**config.mk**
```make
export PLATFORM = sky130hd
export DESIGN_NAME = xbm_hex_text_to_pixels_flat
export DESIGN_NICKNAME = d
export VERILOG_FILES = /design/src/rtl/xbm_pkg.sv /design/src/rtl/xbm_ifs.sv /design/src/rtl/xbm_hex_text_to_pixels.sv /design/src/rtl/xbm_token.sv /design/src/rtl/xbm_emit.sv /design/src/flat_wrapper.sv
export SDC_FILE = /design/constraint.sdc
export NUM_CORES = 1
export LEC_CHECK = 0
export BUFFER_PORTS_ARGS = -buffer_cell sky130_fd_sc_hd__buf_2
export CORE_ASPECT_RATIO = 1.4
export CORE_MARGIN = 2
export CORE_UTILIZATION = 30
export CTS_BUF_LIST = sky130_fd_sc_hd__clkbuf_4 sky130_fd_sc_hd__clkbuf_8
export DETAILED_ROUTE_END_ITERATION = 10
export RECOVER_POWER = 50
export SLEW_MARGIN = 15
export SYNTH_ARGS = -nofsm -noshare
export SYNTH_HDL_FRONTEND = slang
export SYNTH_SLANG_ARGS = --single-unit
```
**constraint.sdc**
```tcl
create_clock -name clk -period 3.6 [get_ports clk]
set_input_delay 0.72 -clock clk [delete_from_list [all_inputs] [get_ports clk]]
set_output_delay 0.72 -clock clk [all_outputs]
set_load 0.01 [all_outputs]
```
**src/rtl/xbm_pkg.sv**
```systemverilog
`timescale 1ns / 1ps
// Shared constants, types and the character classifier for the XBM text decoder.
// No dependencies; every other file refers to this package by scoped names.
package xbm_pkg;

    // Size limits and field widths
    localparam int MAX_WIDTH  = 4096;
    localparam int MAX_HEIGHT = 4096;
    localparam int DIM_W      = 13;   // config width/height fields
    localparam int POS_W      = 13;   // internal row/col, can hold the limit itself
    localparam int OUT_POS_W  = 12;   // row/col as seen on the pixel word
    localparam int WORD_W     = 16;
    localparam int DIGIT_W    = 4;
    localparam int BITCNT_W   = 5;    // counts 0..WORD_W
    localparam int REG_IDX_W  = 2;

    localparam logic [BITCNT_W-1:0] BITS_SHORT = BITCNT_W'(16);
    localparam logic [BITCNT_W-1:0] BITS_CHAR  = BITCNT_W'(8);

    // Configuration register indexes
    typedef enum logic [REG_IDX_W-1:0] {
        REG_WIDTH  = 2'd0,
        REG_HEIGHT = 2'd1,
        REG_FORMAT = 2'd2
    } reg_idx_t;

    // Emitter states
    typedef enum logic {
        EM_IDLE,
        EM_RUN
    } em_state_t;

    // Character kinds
    typedef enum logic [1:0] {
        CK_DIGIT,
        CK_SEP,
        CK_END
    } char_kind_t;

    typedef struct packed {
        char_kind_t             kind;
        logic [DIGIT_W-1:0]     digit;
    } char_class_t;

    // Clamped configuration as used by the datapath
    typedef struct packed {
        logic [POS_W-1:0] eff_w;
        logic [POS_W-1:0] eff_h;
        logic             len8;
    } dims_t;

    // Tokenizer to emitter
    typedef struct packed {
        logic               accept;
        logic               start;
        logic [WORD_W-1:0]  word;
    } tok_req_t;

    // Emitter to tokenizer and top
    typedef struct packed {
        logic busy;
        logic done;
    } em_status_t;

    // Classify one text character; unlisted characters count as digit zero
    function automatic char_class_t classify(input logic [7:0] c);
        char_class_t r;
        r.kind  = CK_DIGIT;
        r.digit = '0;
        if (c >= 8'h30 && c <= 8'h39) begin
            r.digit = DIGIT_W'(c - 8'h30);
        end else if (c >= 8'h61 && c <= 8'h66) begin
            r.digit = DIGIT_W'(c - 8'h57);
        end else if (c >= 8'h41 && c <= 8'h46) begin
            r.digit = DIGIT_W'(c - 8'h37);
        end else if (c == 8'h2C || c == 8'h0A) begin
            r.kind = CK_END;
        end else if (c == 8'h20 || c == 8'h09 || c == 8'h7D || c == 8'h00) begin
            r.kind = CK_SEP;
        end
        return r;
    endfunction

endpackage

```
**src/rtl/xbm_ifs.sv**
```systemverilog
`timescale 1ns / 1ps
// Valid/ready channel interfaces: text characters, pixel words, config writes.
// Depends on xbm_pkg for field widths.
interface xbm_char_if;
    logic       valid;
    logic       ready;
    logic [7:0] text_char;
    modport source (output valid, output text_char, input ready);
    modport sink   (input valid, input text_char, output ready);
endinterface

interface xbm_pix_if;
    logic                          valid;
    logic                          ready;
    logic [xbm_pkg::OUT_POS_W-1:0] pixel_row;
    logic [xbm_pkg::OUT_POS_W-1:0] pixel_col;
    logic                          pixel_black;
    logic                          run_last;
    logic                          image_done;
    modport source (output valid, output pixel_row, output pixel_col, output pixel_black,
                    output run_last, output image_done, input ready);
    modport sink   (input valid, input pixel_row, input pixel_col, input pixel_black,
                    input run_last, input image_done, output ready);
endinterface

interface xbm_cfg_if;
    logic                          valid;
    logic                          ready;
    logic [xbm_pkg::REG_IDX_W-1:0] reg_index;
    logic [xbm_pkg::DIM_W-1:0]     wdata;
    modport source (output valid, output reg_index, output wdata, input ready);
    modport sink   (input valid, input reg_index, input wdata, output ready);
endinterface

```
**src/rtl/xbm_hex_text_to_pixels.sv**
```systemverilog
`timescale 1ns / 1ps
// XBM bits-array text to pixel stream. A character that does not close a token is absorbed
// without lowering text.ready. A closing comma/newline with a taken token keeps text.ready
// low while the emitter runs: n pixels (at most 16), one per cycle unless the receiver stalls,
// from the emitter shift register, then a closing step that also advances the row when it is
// full. The first pixel word reaches the output register after the emitter enters its run
// state. Reset clears all token and position state and sets width 8, height 8, 16-bit words.
module xbm_hex_text_to_pixels (
    input  logic       clk,
    input  logic       rst_n,
    xbm_char_if.sink   text,
    xbm_pix_if.source  pixels,
    xbm_cfg_if.sink    cfg
);

    logic [xbm_pkg::DIM_W-1:0] width_reg;
    logic [xbm_pkg::DIM_W-1:0] height_reg;
    logic                      format_reg;
    xbm_pkg::dims_t            dims;
    xbm_pkg::tok_req_t         req;
    xbm_pkg::em_status_t       status;
    logic                      text_accept;

    // Configuration registers
    always_ff @(posedge clk or negedge rst_n) begin
        if (!rst_n) begin
            width_reg  <= xbm_pkg::DIM_W'(8);
            height_reg <= xbm_pkg::DIM_W'(8);
            format_reg <= 1'b0;
        end else if (cfg.valid) begin
            unique case (cfg.reg_index)
                xbm_pkg::REG_WIDTH:  width_reg  <= cfg.wdata;
                xbm_pkg::REG_HEIGHT: height_reg <= cfg.wdata;
                xbm_pkg::REG_FORMAT: format_reg <= cfg.wdata[0];
                default: ;
            endcase
        end
    end

    assign cfg.ready = 1'b1;

    // Clamp to the supported image size
    always_comb begin
        dims.eff_w = (width_reg > xbm_pkg::DIM_W'(xbm_pkg::MAX_WIDTH))
                     ? xbm_pkg::POS_W'(xbm_pkg::MAX_WIDTH) : xbm_pkg::POS_W'(width_reg);
        dims.eff_h = (height_reg > xbm_pkg::DIM_W'(xbm_pkg::MAX_HEIGHT))
                     ? xbm_pkg::POS_W'(xbm_pkg::MAX_HEIGHT) : xbm_pkg::POS_W'(height_reg);
        dims.len8  = format_reg;
    end

    assign text.ready  = !status.busy;
    assign text_accept = text.valid && !status.busy;

    xbm_token u_token (
        .clk       (clk),
        .rst_n     (rst_n),
        .accept    (text_accept),
        .text_char (text.text_char),
        .status    (status),
        .req       (req)
    );

    xbm_emit u_emit (
        .clk    (clk),
        .rst_n  (rst_n),
        .dims   (dims),
        .req    (req),
        .status (status),
        .pixels (pixels)
    );

endmodule

```
**src/rtl/xbm_token.sv**
```systemverilog
`timescale 1ns / 1ps
// Tokenizer: classifies characters and shifts hex digits into the token word.
// Depends on xbm_pkg.
module xbm_token (
    input  logic                  clk,
    input  logic                  rst_n,
    input  logic                  accept,
    input  logic [7:0]            text_char,
    input  xbm_pkg::em_status_t   status,
    output xbm_pkg::tok_req_t     req
);

    logic [xbm_pkg::WORD_W-1:0] word_reg, word_next;
    logic                       seen_reg, seen_next;
    logic                       taken_reg, taken_next;
    logic                       skip_reg, skip_next;
    xbm_pkg::char_class_t       cls;

    // Token state update
    always_comb begin
        cls        = xbm_pkg::classify(text_char);
        word_next  = word_reg;
        seen_next  = seen_reg;
        taken_next = taken_reg;
        skip_next  = skip_reg;
        req.accept = accept;
        req.start  = 1'b0;
        req.word   = word_reg;
        if (accept && !status.done) begin
            if (cls.kind == xbm_pkg::CK_END) begin
                req.start  = taken_reg;
                word_next  = '0;
                seen_next  = 1'b0;
                taken_next = 1'b0;
                skip_next  = 1'b0;
            end else if (!skip_reg) begin
                if (cls.kind == xbm_pkg::CK_DIGIT) begin
                    word_next  = {word_reg[xbm_pkg::WORD_W-xbm_pkg::DIGIT_W-1:0], cls.digit};
                    seen_next  = 1'b1;
                    taken_next = 1'b1;
                end else if (seen_reg) begin
                    // separator after digits closes the digit run
                    taken_next = 1'b1;
                    skip_next  = 1'b1;
                end
            end
        end
    end

    always_ff @(posedge clk or negedge rst_n) begin
        if (!rst_n) begin
            word_reg  <= '0;
            seen_reg  <= 1'b0;
            taken_reg <= 1'b0;
            skip_reg  <= 1'b0;
        end else begin
            word_reg  <= word_next;
            seen_reg  <= seen_next;
            taken_reg <= taken_next;
            skip_reg  <= skip_next;
        end
    end

endmodule

```
**src/rtl/xbm_emit.sv**
```systemverilog
`timescale 1ns / 1ps
// Pixel emitter: shifts the token word out one bit per cycle into the output register,
// stalling while that register is held, and tracks row/column. Depends on xbm_pkg and xbm_ifs.
module xbm_emit (
    input  logic                clk,
    input  logic                rst_n,
    input  xbm_pkg::dims_t      dims,
    input  xbm_pkg::tok_req_t   req,
    output xbm_pkg::em_status_t status,
    xbm_pix_if.source           pixels
);

    xbm_pkg::em_state_t            state_reg, state_next;
    logic [xbm_pkg::WORD_W-1:0]    shift_reg, shift_next;
    logic [xbm_pkg::BITCNT_W-1:0]  bitcnt_reg, bitcnt_next;
    logic                          len8_reg, len8_next;
    logic [xbm_pkg::POS_W-1:0]     row_reg, row_next;
    logic [xbm_pkg::POS_W-1:0]     col_reg, col_next;
    logic                          done_reg, done_next;

    logic                          out_valid_reg, out_valid_next;
    logic [xbm_pkg::OUT_POS_W-1:0] out_row_reg, out_row_next;
    logic [xbm_pkg::OUT_POS_W-1:0] out_col_reg, out_col_next;
    logic                          out_black_reg, out_black_next;
    logic                          out_last_reg, out_last_next;
    logic                          out_done_reg, out_done_next;

    logic [xbm_pkg::BITCNT_W-1:0]  bits_total;
    logic [xbm_pkg::POS_W-1:0]     col_p1, row_p1;
    logic                          slot_free, row_full, col_end;

    assign status.busy = (state_reg == xbm_pkg::EM_RUN);
    assign status.done = done_reg || (row_reg >= dims.eff_h);

    // Next state, one pixel per cycle while the output slot is free
    always_comb begin
        bits_total     = len8_reg ? xbm_pkg::BITS_CHAR : xbm_pkg::BITS_SHORT;
        col_p1         = col_reg + xbm_pkg::POS_W'(1);
        row_p1         = row_reg + xbm_pkg::POS_W'(1);
        slot_free      = !out_valid_reg || pixels.ready;
        row_full       = (col_reg >= dims.eff_w);
        col_end        = (col_p1 >= dims.eff_w);

        state_next     = state_reg;
        shift_next     = shift_reg;
        bitcnt_next    = bitcnt_reg;
        len8_next      = len8_reg;
        row_next       = row_reg;
        col_next       = col_reg;
        done_next      = done_reg;
        out_valid_next = out_valid_reg && !pixels.ready;
        out_row_next   = out_row_reg;
        out_col_next   = out_col_reg;
        out_black_next = out_black_reg;
        out_last_next  = out_last_reg;
        out_done_next  = out_done_reg;

        unique case (state_reg)
            xbm_pkg::EM_IDLE: begin
                // sticky completion once a character sees the last row passed
                if (req.accept && row_reg >= dims.eff_h) begin
                    done_next = 1'b1;
                end
                if (req.start) begin
                    shift_next  = req.word;
                    bitcnt_next = '0;
                    len8_next   = dims.len8;
                    state_next  = xbm_pkg::EM_RUN;
                end
            end
            xbm_pkg::EM_RUN: begin
                if (!row_full && bitcnt_reg != bits_total) begin
                    if (slot_free) begin
                        out_valid_next = 1'b1;
                        out_row_next   = row_reg[xbm_pkg::OUT_POS_W-1:0];
                        out_col_next   = col_reg[xbm_pkg::OUT_POS_W-1:0];
                        out_black_next = shift_reg[0];
                        out_last_next  = col_end
                                         || (bitcnt_reg == bits_total - xbm_pkg::BITCNT_W'(1));
                        out_done_next  = col_end && (row_p1 >= dims.eff_h);
                        shift_next     = {1'b0, shift_reg[xbm_pkg::WORD_W-1:1]};
                        bitcnt_next    = bitcnt_reg + xbm_pkg::BITCNT_W'(1);
                        col_next       = col_p1;
                    end
                end else begin
                    // token finished: advance the row if it is full
                    if (row_full) begin
                        col_next = '0;
                        row_next = row_p1;
                        if (row_p1 >= dims.eff_h) begin
                            done_next = 1'b1;
                        end
                    end
                    state_next = xbm_pkg::EM_IDLE;
                end
            end
            default: state_next = xbm_pkg::EM_IDLE;
        endcase
    end

    always_ff @(posedge clk or negedge rst_n) begin
        if (!rst_n) begin
            state_reg     <= xbm_pkg::EM_IDLE;
            bitcnt_reg    <= '0;
            len8_reg      <= 1'b0;
            row_reg       <= '0;
            col_reg       <= '0;
            done_reg      <= 1'b0;
            out_valid_reg <= 1'b0;
        end else begin
            state_reg     <= state_next;
            bitcnt_reg    <= bitcnt_next;
            len8_reg      <= len8_next;
            row_reg       <= row_next;
            col_reg       <= col_next;
            done_reg      <= done_next;
            out_valid_reg <= out_valid_next;
        end
    end

    // Payload registers
    always_ff @(posedge clk) begin
        shift_reg     <= shift_next;
        out_row_reg   <= out_row_next;
        out_col_reg   <= out_col_next;
        out_black_reg <= out_black_next;
        out_last_reg  <= out_last_next;
        out_done_reg  <= out_done_next;
    end

    assign pixels.valid       = out_valid_reg;
    assign pixels.pixel_row   = out_row_reg;
    assign pixels.pixel_col   = out_col_reg;
    assign pixels.pixel_black = out_black_reg;
    assign pixels.run_last    = out_last_reg;
    assign pixels.image_done  = out_done_reg;

endmodule

```
**src/flat_wrapper.sv**
```systemverilog
// flat-port wrapper written by rule: the top's interface ports become plain ports
module xbm_hex_text_to_pixels_flat 
  (clk, rst_n, text_valid, text_text_char, text_ready, pixels_valid, pixels_pixel_row, pixels_pixel_col, pixels_pixel_black, pixels_run_last, pixels_image_done, pixels_ready, cfg_valid, cfg_reg_index, cfg_wdata, cfg_ready);
  xbm_char_if text_i ();
  xbm_pix_if pixels_i ();
  xbm_cfg_if cfg_i ();
  input  logic clk;
  input  logic rst_n;
  input wire logic [$bits(text_i.valid)-1:0] text_valid;
  input wire logic [$bits(text_i.text_char)-1:0] text_text_char;
  output wire logic [$bits(text_i.ready)-1:0] text_ready;
  output wire logic [$bits(pixels_i.valid)-1:0] pixels_valid;
  output wire logic [$bits(pixels_i.pixel_row)-1:0] pixels_pixel_row;
  output wire logic [$bits(pixels_i.pixel_col)-1:0] pixels_pixel_col;
  output wire logic [$bits(pixels_i.pixel_black)-1:0] pixels_pixel_black;
  output wire logic [$bits(pixels_i.run_last)-1:0] pixels_run_last;
  output wire logic [$bits(pixels_i.image_done)-1:0] pixels_image_done;
  input wire logic [$bits(pixels_i.ready)-1:0] pixels_ready;
  input wire logic [$bits(cfg_i.valid)-1:0] cfg_valid;
  input wire logic [$bits(cfg_i.reg_index)-1:0] cfg_reg_index;
  input wire logic [$bits(cfg_i.wdata)-1:0] cfg_wdata;
  output wire logic [$bits(cfg_i.ready)-1:0] cfg_ready;
  assign text_i.valid = text_valid;
  assign text_i.text_char = text_text_char;
  assign text_ready = text_i.ready;
  assign pixels_valid = pixels_i.valid;
  assign pixels_pixel_row = pixels_i.pixel_row;
  assign pixels_pixel_col = pixels_i.pixel_col;
  assign pixels_pixel_black = pixels_i.pixel_black;
  assign pixels_run_last = pixels_i.run_last;
  assign pixels_image_done = pixels_i.image_done;
  assign pixels_i.ready = pixels_ready;
  assign cfg_i.valid = cfg_valid;
  assign cfg_i.reg_index = cfg_reg_index;
  assign cfg_i.wdata = cfg_wdata;
  assign cfg_ready = cfg_i.ready;
  xbm_hex_text_to_pixels u_core (.clk(clk), .rst_n(rst_n), .text(text_i), .pixels(pixels_i), .cfg(cfg_i));
endmodule
```
==> results_tabular.tex <==
\begin{tabular}{lr}
\hline
Metric & Value \\
\hline
\multicolumn{2}{l}{\textbf{Run status}} \\
\quad Run status & complete, but fails checks \\
\quad Violated checks & capacitance limit, slew limit \\
\multicolumn{2}{l}{\textbf{Floorplanning}} \\
\quad Count of pins on the block boundary & 58 \\
\quad DIE HEIGHT & 181 um \\
\quad Initial core utilization & 30.6\% \\
\quad Total core area & 21900 um2 \\
\quad Die width & 131 um \\
\quad Placement row count & 64 \\
\quad Die footprint & 23600 um2 \\
\multicolumn{2}{l}{\textbf{Setup path}} \\
\quad Worst reg2reg path startpoint & u\_core.u\_emit.col\_reg[0] \\
\quad Worst Setup SP & u\_core.u\_emit.col\_reg[0] \\
\quad Kind of start point of the critical path & register \\
\quad Crit-path most repeated cell & sky130\_fd\_sc\_hd\_\_ha\_1 \\
\quad Sequence of cells on the critical path & ha\_1 -> nand3\_1 -> or2\_1 -> nor2\_1 -> and4\_1 -> xor2\_1 -> ha\_1 -> and2\_1 -> nand4\_1 -> nor3\_1 -> a211oi\_1 -> o211ai\_1 \\
\quad Sort of element at the end of the critical path & register \\
\quad Category of cells accounting for the largest share of critical-path delay & simple AND/OR/NAND/NOR gates \\
\quad Crit path buffers/inverters & 0 \\
\quad Critical path's slowest cell & sky130\_fd\_sc\_hd\_\_dfrtp\_1 \\
\quad Largest stage delay, worst path & 0.48 ns \\
\quad Startpoint-to-endpoint class of the critical path & reg -> reg \\
\quad Required time of the critical path & 3.79 ns \\
\quad Max Fanout on Critical Path & 8 \\
\quad Crit path DAT & 3.42 ns \\
\multicolumn{2}{l}{\textbf{CTS}} \\
\quad Post-CTS resize count & 0 \\
\quad Clock sinks & 124 \\
\quad Root Buffer & sky130\_fd\_sc\_hd\_\_clkbuf\_8 \\
\quad Clock tree from TritonCTS & yes \\
\quad Clock latency of the later-clocked register in the worst-skew pair & 0.47 ns \\
\quad Reg clk slew, reported paths & 0.07 ns \\
\quad Post-CTS Setup Repair Bufs & 0 \\
\quad Hold buffer count at CTS & 0 \\
\quad TritonCTS Buffers & 17 \\
\quad Buffer depth of the longest clock path & 2 \\
\quad Number of levels the H-tree was split into & 4 \\
\multicolumn{2}{l}{\textbf{STA}} \\
\quad Final worst-path setup slack & 0.372 ns \\
\quad Final critical delay including setup and external delays & 3.23 ns \\
\quad Achievable Freq & 310 MHz \\
\quad Fraction of the cycle the final worst path needs & 89.7\% \\
\quad Unrepaired setup endpoints after global routing & no \\
\quad Sum of negative setup slack & 0 ns \\
\quad Number of endpoints with negative hold slack in the final report & 0 \\
\quad Worst Clk Skew & 0.0200 ns \\
\quad Final-report max-slew violation count & 62 \\
\quad Transition time of the tightest slew-check pin & 1.64 ns \\
\quad Worst slew margin relative to its limit & -9.41\% \\
\quad Final number of setup-violating endpoints & 0 \\
\multicolumn{2}{l}{\textbf{Power and ir drop}} \\
\quad Total power divided by cell area & 639 nW/um2 \\
\quad Max IR drop VDD & 0.305 mV \\
\quad Static power due to leakage & 3.54 nW \\
\multicolumn{2}{l}{\textbf{Global route}} \\
\quad Via count of the first global-routing pass & 4821 \\
\quad Antenna violations before repair & 1 \\
\quad First-pass GRT wire length & 24.8 mm \\
\quad Maximum number of pins on one net before global-route repair & 62 \\
\quad Residual overflow from global routing & 0 \\
\quad Overall track demand over capacity in global routing & 13.6\% \\
\multicolumn{2}{l}{\textbf{Final layout}} \\
\quad Share of final-layout standard cells stronger than drive strength 1 & 20.0\% \\
\quad Final cell utilization of the core & 35.5\% \\
\quad Combined flip-flop and latch cell area & 3320 um2 \\
\quad Area Growth Syn to Fin & 16.0\% \\
\quad Count of filler cells inserted in the layout & 2244 \\
\quad Net count, final & 764 \\
\quad Multi-input logic area & 3180 um2 \\
\multicolumn{2}{l}{\textbf{Yosys}} \\
\quad Synthesized flop and latch total & 124 \\
\quad Count of mapped cells out of synthesis & 610 \\
\quad Post-synthesis sequential area ratio & 49.4\% \\
\quad Number of enable-type register cells in the synthesized netlist & 43 \\
\quad Fraction of registers with async set or reset after synthesis & 65.3\% \\
\quad Dominant synthesized flop cell & sky130\_fd\_sc\_hd\_\_dfrtp\_1 \\
\quad Number of synthesis warnings & 0 \\
\quad Number of distinct library cells after synthesis & 67 \\
\quad Syn\_area\_per\_cell & 11.0 um2 \\
\quad Post-synthesis instance area & 6720 um2 \\
\quad Net count after synthesis & 698 \\
\multicolumn{2}{l}{\textbf{Place}} \\
\quad Hpwl dp & 11.5 mm \\
\quad Global placer's final weighted congestion & 0.845 \\
\quad Pre-CTS WS & 0.401 ns \\
\quad Number of input and output port buffers inserted & 56 \\
\multicolumn{2}{l}{\textbf{Min path}} \\
\quad Start point of the worst min-delay path & u\_core.u\_emit.shift\_reg[0] \\
\quad Classification of the worst-slack hold path & reg -> reg \\
\multicolumn{2}{l}{\textbf{Detailed routing}} \\
\quad DR vias/cell & 4.82 \\
\quad Average wire length per cell after detail routing & 15.4 um \\
\quad Detailed-route via count & 4754 \\
\quad Total routed wirelength & 15.2 mm \\
\quad Final routed DRC violation total & 0 \\
\quad Iteration-0 DRC Markers & 211 \\
\quad Number of search-and-repair iterations in the first detailed-routing pass & 5 \\
\quad Remaining antenna violation count & 0 \\
\multicolumn{2}{l}{\textbf{Run}} \\
\quad Maximum capacitance violations & 1 \\
\hline
\end{tabular}
## through the flow
stage / instances / power (W) / instance area, um2 / hold slack (ns)
after floorplan: 610 / 0.00311 / 6720 / 0.400
after global placement: 954 / 0.00357 / 7350 / 0.412
after detailed placement: 954 / 0.00359 / 7350 / 0.426
after CTS: 986 / 0.00505 / 7820 / 0.392
after global routing: 986 / 0.00532 / 7790 / 0.445
final: 987 / 0.00498 / 7800 / 0.431
## routing by layer
| metal | track usage (%) | vias up | share of wire [%] |
|---|---|---|---|
| met3 | 3.14 | 31 | 4.1 |
| met5 | 0 | - | 0 |
| met1 | 15.6 | 2313 | 41 |
| met2 | 23.8 | 91 | 52 |
| li1 | - | 2319 | - |
| met4 | 6.00 | 0 | 2.8 |
## power breakdown
part / leakage (nW) / switching [W] / internal [W] / total (W)
logic: 1.88 / 0.000843 / 0.000572 / 0.00141
registers: 1.43 / 0.000249 / 0.00188 / 0.00213
clock network: 0.232 / 0.000561 / 0.000876 / 0.00144
## cells in the final DEF (no fill, tap or decap), types with 7 or more instances in the layout
master	n
sky130_fd_sc_hd__buf_2	53
sky130_fd_sc_hd__edfxtp_1	43
sky130_fd_sc_hd__xor2_1	15
sky130_fd_sc_hd__clkbuf_8	18
sky130_fd_sc_hd__mux2_2	33
sky130_fd_sc_hd__nor2_1	22
sky130_fd_sc_hd__inv_1	31
sky130_fd_sc_hd__dfrtp_1	79
sky130_fd_sc_hd__a21o_1	7
sky130_fd_sc_hd__nand2_1	88
sky130_fd_sc_hd__mux2i_1	14
sky130_fd_sc_hd__nor3_1	10
sky130_fd_sc_hd__o21ai_0	28
sky130_fd_sc_hd__xnor2_1	20
sky130_fd_sc_hd__a21oi_1	18
sky130_fd_sc_hd__and3_1	11
sky130_fd_sc_hd__nand3_1	23
sky130_fd_sc_hd__ha_1	60
## path summary, 6_finish.rpt
check	end	slack [ns]	cells past startpoint
worst min-delay path	u_core.u_emit.pixels.pixel_black	0.43	0
worst max-delay path	u_core.u_emit.pixels.run_last	0.37	12
worst min register to register	u_core.u_emit.pixels.pixel_black	0.43	0
worst max register to register	u_core.u_emit.pixels.run_last	0.37	12
max in group asynchronous	u_core.u_token.taken_reg	1.62	2
min in group asynchronous	u_core.u_token.word_reg[3]	0.69	1
## synth_stat cells, drive strengths merged, types with 2 or more instances
| cell type | instances | area share, % |
|---|---|---|
| nand2 | 88 | 4.9 |
| o211ai | 3 | 0.34 |
| nand3 | 24 | 2.0 |
| inv | 33 | 1.9 |
| dfstp | 2 | 0.78 |
| nand4 | 5 | 0.47 |
| mux2 | 34 | 5.7 |
| a31o | 2 | 0.26 |
| dfrtp | 79 | 29 |
| nand3b | 3 | 0.34 |
| a22o | 4 | 0.52 |
| and3 | 12 | 1.2 |
| a21boi | 2 | 0.22 |
| o22ai | 3 | 0.28 |
| a221o | 3 | 0.45 |
| a21o | 7 | 0.78 |
| buf | 9 | 0.91 |
| a21oi | 19 | 1.5 |
| nor2 | 23 | 1.3 |
| a211oi | 6 | 0.67 |
| ha | 60 | 11 |
| o21ai | 33 | 2.5 |
| xnor2 | 20 | 2.6 |
| o2111ai | 2 | 0.26 |
| nor3b | 7 | 0.93 |
| o21a | 3 | 0.34 |
| edfxtp | 43 | 19 |
| and2 | 2 | 0.19 |
| a31oi | 2 | 0.28 |
| clkbuf | 9 | 0.50 |
| nor3 | 10 | 0.74 |
| nor2b | 5 | 0.47 |
| mux2i | 14 | 2.1 |
| o221ai | 2 | 0.26 |
| o41ai | 2 | 0.26 |
| xor2 | 15 | 2.0 |
| a211o | 3 | 0.39 |
| nand2b | 3 | 0.28 |
## logic make-up after synthesis
| logic type | share of synthesized area [%] |
|---|---|
| adder cells (fa/ha/maj) | 11.2 |
| multiplexers | 7.78 |
| AO/OA/AOI/OAI | 10.1 |
| other | 0.0558 |
| XOR/XNOR | 4.56 |
| AND/OR/NAND/NOR | 13.6 |
| flip-flops | 49.4 |
| buffers and inverters | 3.29 |
## cell type report
class / instances / share of cell area, %
flip-flops and latches: 124 / 42.6
clock buffers: 22 / 3.56
diodes: 1 / 0.0321
repair buffers: 65 / 4.24
well taps: 297 / 4.77
multi-input cells: 435 / 40.8
inverters: 33 / 1.62
clock inverters: 10 / 2.41
Note: power is estimated with default switching activity, not from simulation.
